[src/rtl/hsec_pkg.sv]
// ----------------------------------------------------------------------------
// hsec_pkg
// Shared widths, request codes, stage payload types and the fixed wiring
// functions of the Hamming single-error-correcting encoder and checker.
// ----------------------------------------------------------------------------
`default_nettype none

package hsec_pkg;

    localparam int CODE_BITS = 63;
    localparam int DATA_BITS = 57;
    localparam int POS_W     = 6;
    localparam int CFG_W     = 6;
    localparam int PAR_BITS  = 6;

    localparam logic [CFG_W-1:0] DATA_BITS_RESET = 6'd4;

    localparam logic REQ_ENCODE = 1'b0;
    localparam logic REQ_CHECK  = 1'b1;

    typedef struct packed {
        logic                 req;
        logic [CODE_BITS-1:0] word;
    } t_s1;

    typedef struct packed {
        logic                 req;
        logic [CODE_BITS-1:0] word;
        logic [POS_W-1:0]     syn;
    } t_s2;

    // Codeword length n = m + r, with m limited so that n fits the codeword.
    function automatic logic [POS_W-1:0] code_len(input logic [CFG_W-1:0] data_bits);
        logic [CFG_W:0] m;
        logic [CFG_W:0] r;
        m = {1'b0, data_bits};
        r = '0;
        if (m > (CFG_W+1)'(DATA_BITS)) begin
            m = (CFG_W+1)'(DATA_BITS);
        end
        for (int i = 0; i <= PAR_BITS; i++) begin
            if (((CFG_W+1)'(1) << r) < (m + r + (CFG_W+1)'(1))) begin
                r = r + (CFG_W+1)'(1);
            end
        end
        return POS_W'(m + r);
    endfunction

    // Bit i of the mask is set for codeword position i+1 when i+1 <= n.
    function automatic logic [CODE_BITS-1:0] pos_mask(input logic [POS_W-1:0] n);
        logic [CODE_BITS-1:0] mask;
        for (int i = 0; i < CODE_BITS; i++) begin
            mask[i] = (POS_W'(i) < n);
        end
        return mask;
    endfunction

    // Data bits go to the positions that are not powers of two, in rising order.
    function automatic logic [CODE_BITS-1:0] spread_data(input logic [DATA_BITS-1:0] data);
        logic [CODE_BITS-1:0] cw;
        logic [POS_W-1:0]     p;
        int                   d;
        cw = '0;
        d  = 0;
        for (int i = 0; i < CODE_BITS; i++) begin
            p = POS_W'(i + 1);
            if ((p & (p - POS_W'(1))) != '0) begin
                cw[i] = data[POS_W'(d)];
                d     = d + 1;
            end
        end
        return cw;
    endfunction

    // Syndrome bit k is the parity of every position whose number has bit k set.
    function automatic logic [POS_W-1:0] syndrome(input logic [CODE_BITS-1:0] word);
        logic [POS_W-1:0]     syn;
        logic [CODE_BITS-1:0] col;
        logic [POS_W-1:0]     p;
        for (int k = 0; k < POS_W; k++) begin
            for (int i = 0; i < CODE_BITS; i++) begin
                p      = POS_W'(i + 1);
                col[i] = p[k];
            end
            syn[k] = ^(word & col);
        end
        return syn;
    endfunction

endpackage

`default_nettype wire

[src/rtl/hamming_sec_encode_check_top.sv]
// ----------------------------------------------------------------------------
// hamming_sec_encode_check_top
// Hamming single-error-correcting encoder and syndrome checker with a
// configurable number of data bits.
// ----------------------------------------------------------------------------
// The block takes one transaction per clock while no stall holds it and
// passes each through its three register stages in order: input selection
// and masking to the configured codeword length, the syndrome XOR trees, and
// output formatting with parity insertion. Back-pressure on the output stalls
// the stages behind it without loss; empty stages still accept. The data
// width register is 4 after reset and values above 57 act as 57; write it
// only while no transaction is in flight.
`default_nettype none

module hamming_sec_encode_check_top (
    input  wire logic                            i_clk,
    input  wire logic                            i_rst_n,
    input  wire logic                            i_cfg_valid,
    output logic                                 o_cfg_ready,
    input  wire logic [hsec_pkg::CFG_W-1:0]      i_cfg_data,
    input  wire logic                            i_in_valid,
    output logic                                 o_in_ready,
    input  wire logic                            i_req_type,
    input  wire logic [hsec_pkg::DATA_BITS-1:0]  i_data_word,
    input  wire logic [hsec_pkg::CODE_BITS-1:0]  i_code_word,
    output logic                                 o_out_valid,
    input  wire logic                            i_out_ready,
    output logic [hsec_pkg::CODE_BITS-1:0]       o_encoded_word,
    output logic [hsec_pkg::POS_W-1:0]           o_error_position,
    output logic                                 o_error_found
);

    logic [hsec_pkg::CODE_BITS-1:0] r_pos_mask;
    logic [hsec_pkg::CODE_BITS-1:0] n_pos_mask;

    logic          r_s1_valid;
    logic          n_s1_valid;
    hsec_pkg::t_s1 r_s1;
    hsec_pkg::t_s1 n_s1;

    logic          syn_ready;
    logic          syn_valid;
    hsec_pkg::t_s2 syn_s2;

    logic                           out_ready;
    logic                           r_out_valid;
    logic                           n_out_valid;
    logic [hsec_pkg::CODE_BITS-1:0] r_encoded_word;
    logic [hsec_pkg::CODE_BITS-1:0] n_encoded_word;
    logic [hsec_pkg::POS_W-1:0]     r_error_position;
    logic [hsec_pkg::POS_W-1:0]     n_error_position;
    logic                           r_error_found;
    logic                           n_error_found;

    // The length mask is derived once per register write.
    assign o_cfg_ready = 1'b1;
    assign n_pos_mask  = (i_cfg_valid) ?
                         hsec_pkg::pos_mask(hsec_pkg::code_len(i_cfg_data)) : r_pos_mask;

    always_ff @(posedge i_clk) begin
        if (!i_rst_n) begin
            r_pos_mask <= hsec_pkg::pos_mask(hsec_pkg::code_len(hsec_pkg::DATA_BITS_RESET));
        end else begin
            r_pos_mask <= n_pos_mask;
        end
    end

    // Stage one: place data bits or take the received word, then cut to length.
    assign o_in_ready = !r_s1_valid || syn_ready;

    always_comb begin
        n_s1_valid = r_s1_valid;
        n_s1       = r_s1;
        if (o_in_ready) begin
            n_s1_valid = i_in_valid;
            n_s1.req   = i_req_type;
            if (i_req_type == hsec_pkg::REQ_ENCODE) begin
                n_s1.word = hsec_pkg::spread_data(i_data_word) & r_pos_mask;
            end else begin
                n_s1.word = i_code_word & r_pos_mask;
            end
        end
    end

    always_ff @(posedge i_clk) begin
        if (!i_rst_n) begin
            r_s1_valid <= 1'b0;
        end else begin
            r_s1_valid <= n_s1_valid;
        end
        r_s1 <= n_s1;
    end

    hsec_syn u_syn (
        .i_clk   (i_clk),
        .i_rst_n (i_rst_n),
        .i_valid (r_s1_valid),
        .o_ready (syn_ready),
        .i_s1    (r_s1),
        .o_valid (syn_valid),
        .i_ready (out_ready),
        .o_s2    (syn_s2)
    );

    // Stage three: in encode mode the syndrome of the data positions gives the
    // parity bits, which sit at the power-of-two positions.
    assign out_ready = !r_out_valid || i_out_ready;

    always_comb begin
        n_out_valid      = r_out_valid;
        n_encoded_word   = r_encoded_word;
        n_error_position = r_error_position;
        n_error_found    = r_error_found;
        if (out_ready) begin
            n_out_valid = syn_valid;
            if (syn_s2.req == hsec_pkg::REQ_ENCODE) begin
                n_encoded_word = syn_s2.word;
                for (int k = 0; k < hsec_pkg::PAR_BITS; k++) begin
                    n_encoded_word[(1 << k) - 1] = syn_s2.syn[k];
                end
                n_error_position = '0;
                n_error_found    = 1'b0;
            end else begin
                n_encoded_word   = '0;
                n_error_position = syn_s2.syn;
                n_error_found    = (syn_s2.syn != '0);
            end
        end
    end

    always_ff @(posedge i_clk) begin
        if (!i_rst_n) begin
            r_out_valid <= 1'b0;
        end else begin
            r_out_valid <= n_out_valid;
        end
        r_encoded_word   <= n_encoded_word;
        r_error_position <= n_error_position;
        r_error_found    <= n_error_found;
    end

    assign o_out_valid      = r_out_valid;
    assign o_encoded_word   = r_encoded_word;
    assign o_error_position = r_error_position;
    assign o_error_found    = r_error_found;

    a_found_has_position : assert property (@(posedge i_clk) disable iff (!i_rst_n)
        o_out_valid && o_error_found |-> o_error_position != '0)
        else $error("error flagged with a zero syndrome");

    a_modes_exclusive : assert property (@(posedge i_clk) disable iff (!i_rst_n)
        o_out_valid && o_encoded_word != '0 |-> !o_error_found && o_error_position == '0)
        else $error("codeword and check result present together");

    a_empty_accepts : assert property (@(posedge i_clk) disable iff (!i_rst_n)
        !r_s1_valid |-> o_in_ready)
        else $error("empty first stage refuses a transaction");

    a_accept_fills : assert property (@(posedge i_clk) disable iff (!i_rst_n)
        i_in_valid && o_in_ready |=> r_s1_valid)
        else $error("accepted transaction lost in the first stage");

endmodule

`default_nettype wire

[src/rtl/hsec_syn.sv]
// ----------------------------------------------------------------------------
// hsec_syn
// Middle pipeline stage: the six XOR trees that form the syndrome of the
// masked codeword, with its own valid bit and back-pressure.
// ----------------------------------------------------------------------------
`default_nettype none

module hsec_syn (
    input  wire logic         i_clk,
    input  wire logic         i_rst_n,
    input  wire logic         i_valid,
    output logic              o_ready,
    input  wire hsec_pkg::t_s1 i_s1,
    output logic              o_valid,
    input  wire logic         i_ready,
    output hsec_pkg::t_s2     o_s2
);

    logic          r_valid;
    logic          n_valid;
    hsec_pkg::t_s2 r_s2;
    hsec_pkg::t_s2 n_s2;

    assign o_ready = !r_valid || i_ready;

    always_comb begin
        n_valid = r_valid;
        n_s2    = r_s2;
        if (o_ready) begin
            n_valid   = i_valid;
            n_s2.req  = i_s1.req;
            n_s2.word = i_s1.word;
            n_s2.syn  = hsec_pkg::syndrome(i_s1.word);
        end
    end

    always_ff @(posedge i_clk) begin
        if (!i_rst_n) begin
            r_valid <= 1'b0;
        end else begin
            r_valid <= n_valid;
        end
        r_s2 <= n_s2;
    end

    assign o_valid = r_valid;
    assign o_s2    = r_s2;

endmodule

`default_nettype wire
[config.mk]
export PLATFORM = sky130hd
export DESIGN_NAME = hamming_sec_encode_check_top
export DESIGN_NICKNAME = d
export VERILOG_FILES = /design/src/rtl/hsec_pkg.sv /design/src/rtl/hamming_sec_encode_check_top.sv /design/src/rtl/hsec_syn.sv
export SDC_FILE = /design/constraint.sdc
export NUM_CORES = 1
export LEC_CHECK = 0
export ABC_AREA = 1
export ABC_CLOCK_PERIOD_IN_PS = 16450
export BUFFER_PORTS_ARGS = -buffer_cell sky130_fd_sc_hd__buf_4
export CAP_MARGIN = 10
export CORE_MARGIN = 8
export CORE_UTILIZATION = 35
export DETAILED_ROUTE_END_ITERATION = 16
export PLACE_DENSITY = 0.67
export SYNTH_ARGS = -nofsm -noshare
export SYNTH_HDL_FRONTEND = slang
export SYNTH_SLANG_ARGS = --single-unit
[constraint.sdc]
create_clock -name i_clk -period 16.45 [get_ports i_clk]
set_input_delay 1.645 -clock i_clk [delete_from_list [all_inputs] [get_ports i_clk]]
set_output_delay 1.645 -clock i_clk [all_outputs]
set_load 0.02 [all_outputs]
==> key figures <==
Status
  • Status: complete, no violations

Hold path
  • Hold Startpoint: r_s1[63]$_DFFE_PP_
  • Endpoint, Worst Hold: u_syn.o_s2[69]$_DFFE_PP_
  • Hold path depth: 0
  • Min-delay worst type: flop to flop

Timing
  • Final Hold Viols: 0
  • Minimum hold slack: 0.429 ns
  • Max-slew headroom: 0.213
  • Aggregate negative setup slack: 0 ns
  • Endpoints failing setup: 0
  • Crit path time final: 15.88 ns
  • Final period utilization: 0.965
  • Max-slew violations: 0
  • F_max: 63.0 MHz
  • RSZ-0062 raised after global routing: true
  • Skew final: 0.0215 ns
  • Actual slew at the worst max-slew pin: 1.18 ns

Die
  • Std-Cell Rows: 72
  • Die area: 0.0459 mm2
  • Initial core utilization: 0.355
  • Die width: 214 um
  • Die Span Y: 214 um
  • IO Count: 205
  • Area of the core: 0.0387 mm2

Final layout
  • Cell area after layout: 0.0178 mm2
  • Register Area: 0.00727 mm2
  • Commonest non-fill, non-tap cells in the layout: buf_4, nor2_1, edfxtp_1, nand2_1, inv_1
  • P&R area growth vs syn: 29.5%
  • Fill cells: 3656
  • Multi-input logic area: 0.00620 mm2
  • Fraction of layout cells with a size suffix above 1: 0.278
  • Most common cell after layout, fill and taps aside: buf_4
  • Nets: 1937

Clocking
  • CTS buffer count: 24
  • Clock Latency Late Sink: 0.52 ns
  • CTS H-tree depth: 1
  • Clk slew on worst S/H paths: 0.06 ns
  • TritonCTS clock tree: done
  • Sinks on the clock net: 264
  • Clock buffer depth: 3
  • CTS root buffer: clkbuf_16

Placed design
  • Post-DP HPWL: 27700 um
  • GP Congestion: 0.898
  • Post-DP Area: 0.0163 mm2
  • Buffers on Ports: 203

Yosys
  • Synth unique cells: 37
  • Sequential area share after synthesis: 0.528
  • Synthesized instance count: 1450
  • Post-Syn Area: 0.0138 mm2
  • Synth warnings: 0
  • Post-Syn Area per Cell: 9.49 um2
  • Yosys reg bits: 264

Worst setup path
  • RR Endpoint: r_s1[56]$_DFFE_PP_
  • Cell mode on critical path: nand2_1
  • Critical path type: input pin to flop
  • Worst-path fanout max: 6
  • Slowest-stage cell, CP: a2111oi_2
  • Worst Path Required: 16.91 ns
  • CP endpoint kind: flop
  • CP peak stage delay: 0.42 ns
  • Arr. time, crit path: 16.33 ns
  • Worst r2r src: o_out_valid$_SDFFE_PN0P_
  • Register-to-Register Path Depth: 5
  • Register-to-register setup slack: 13.92 ns
  • Startpoint Class: input pin

GRT
  • First-pass GRT wire length: 55100 um
  • Gr usage total: 0.148
  • Vias in the first global route: 10477
  • Pin count of the biggest net entering global routing: 73
  • Initial antenna violation count: 5
  • GR Overflow Total: 0

Route
  • DR vias: 10489
  • Vias per std cell: 4.63
  • Remaining DRCs: 0
  • WL/cell: 16.1 um
  • Antenna viol nets, final: 0
  • DR pass1 iterations: 5
  • Initial DRC count: 644
  • Final WL: 36400 um

Run
  • Max_cap viols: 0
## logic make-up (layout without fill, tap and decap cells)
family,after synthesis,after routing,synth area share
compound gates,198,198,0.0761
xor+xnor,165,165,0.106
fa+ha+maj,77,77,0.0733
buf+inv,226,520,0.0633
flops,264,264,0.528
other cells,2,6,0.000546
simple gates,518,518,0.153
## flip-flops by register name, indices dropped and copies added (netlist names)
| name | count |
|---|---|
| r_s1 | 64 |
| u_syn.o_s2 | 64 |
| o_encoded_word | 63 |
| r_pos_mask | 63 |
| o_error_position | 6 |
| o_error_found | 1 |
| o_out_valid | 1 |
| r_s1_valid | 1 |
| u_syn.o_valid | 1 |
## worst max-delay path, delay by kind of cell
kind,cells,cell delay [ns]
adders and majority gates,20,5.44
AOI/OAI and AO/OA,20,3.08
xor gates and xnor gates,7,1.23
and+or+nand+nor,37,3.21
buffers and inverters,19,1.70
## what timing repair did
action,in CTS,in global routing
hold buffers,0,0
setup buffers,2,27
resized for setup,1,147
cloned,0,0
endpoints found under the setup margin,16,63
pin swaps,3,85
## cell type report
class                   instances  area share
inverters                     183      0.0396
well taps                     518      0.0364
multi-input cells             962       0.348
clock buffers                  32      0.0371
flip-flops and latches        264       0.408
repair buffers                293       0.125
diodes                          2    0.000281
clock inverters                12     0.00576
## worst max-delay path by stage
stage / start / cells past startpoint / slack [ns] / end
6_report: i_cfg_data[2] / 103 / 0.57 / r_pos_mask[27]$_SDFFE_PN0P_
5_1_grt: i_cfg_data[2] / 103 / -0.25 / r_pos_mask[53]$_SDFFE_PN0P_
4_1_cts: i_cfg_data[1] / 102 / 0.03 / r_pos_mask[53]$_SDFFE_PN0P_
3_5_place_dp: i_cfg_data[1] / 97 / -0.66 / r_pos_mask[53]$_SDFFE_PN0P_
3_3_place_gp: i_cfg_data[1] / 95 / -0.05 / r_pos_mask[27]$_SDFFE_PN0P_
2_1_floorplan: i_cfg_data[3] / 97 / 0.007 / r_pos_mask[54]$_SDFFE_PN0P_
## layer usage
| metal | track usage | part of all wire | vias up |
|---|---|---|---|
| li1 | - | - | 5249 |
| met1 | 0.167 | 0.39 | 4858 |
| met2 | 0.272 | 0.51 | 282 |
| met3 | 0.0202 | 0.044 | 96 |
| met4 | 0.0706 | 0.051 | 4 |
| met5 | 0 | 0.00063 | - |
## synthesized netlist by cell type
| cell type | instances | area share |
|---|---|---|
| a31oi_1 | 3 | 0.0014 |
| edfxtp_1 | 198 | 0.43 |
| o21bai_2 | 1 | 0.00082 |
| nand2_2 | 16 | 0.0073 |
| xnor2_1 | 100 | 0.064 |
| a21oi_1 | 85 | 0.031 |
| a2111oi_0 | 1 | 0.00064 |
| o21ai_0 | 88 | 0.032 |
| clkbuf_1 | 39 | 0.011 |
| a21o_1 | 1 | 0.00055 |
| nand4_1 | 4 | 0.0018 |
| o21a_1 | 2 | 0.0011 |
| buf_6 | 2 | 0.0016 |
| o21ai_1 | 3 | 0.0011 |
| nor2_1 | 252 | 0.069 |
| nand2_1 | 206 | 0.056 |
| fa_1 | 6 | 0.0087 |
| nor3_2 | 1 | 0.00073 |
| o211ai_1 | 1 | 0.00055 |
| nor3_1 | 2 | 0.00073 |
| o31ai_1 | 1 | 0.00055 |
| nor4_1 | 3 | 0.0014 |
| a22oi_1 | 4 | 0.0022 |
| o21bai_1 | 3 | 0.0016 |
| inv_1 | 175 | 0.048 |
| nand2_4 | 6 | 0.0049 |
| nand3_2 | 3 | 0.0022 |
| or2_2 | 3 | 0.0014 |
| inv_2 | 8 | 0.0022 |
| xor2_2 | 1 | 0.0012 |
| conb_1 | 2 | 0.00055 |
| ha_1 | 71 | 0.065 |
| xor2_1 | 64 | 0.041 |
| a211oi_1 | 5 | 0.0027 |
| buf_4 | 2 | 0.0011 |
| dfxtp_1 | 66 | 0.096 |
| nand3_1 | 22 | 0.0080 |
## through the flow
stage / setup slack [ns] / cells / util
global route: -0.251 / 2266 / 0.460
global placement: -0.0550 / 2191 / 0.421
finish: 0.575 / 2266 / 0.460
detailed placement: -0.664 / 2191 / 0.421
CTS: 0.0324 / 2237 / 0.441
floorplan: 0.00697 / 1452 / -
Power is left out: the tool's default activity adds up to more than one toggle a clock period on the data nets, which glitch-free logic cannot reach.
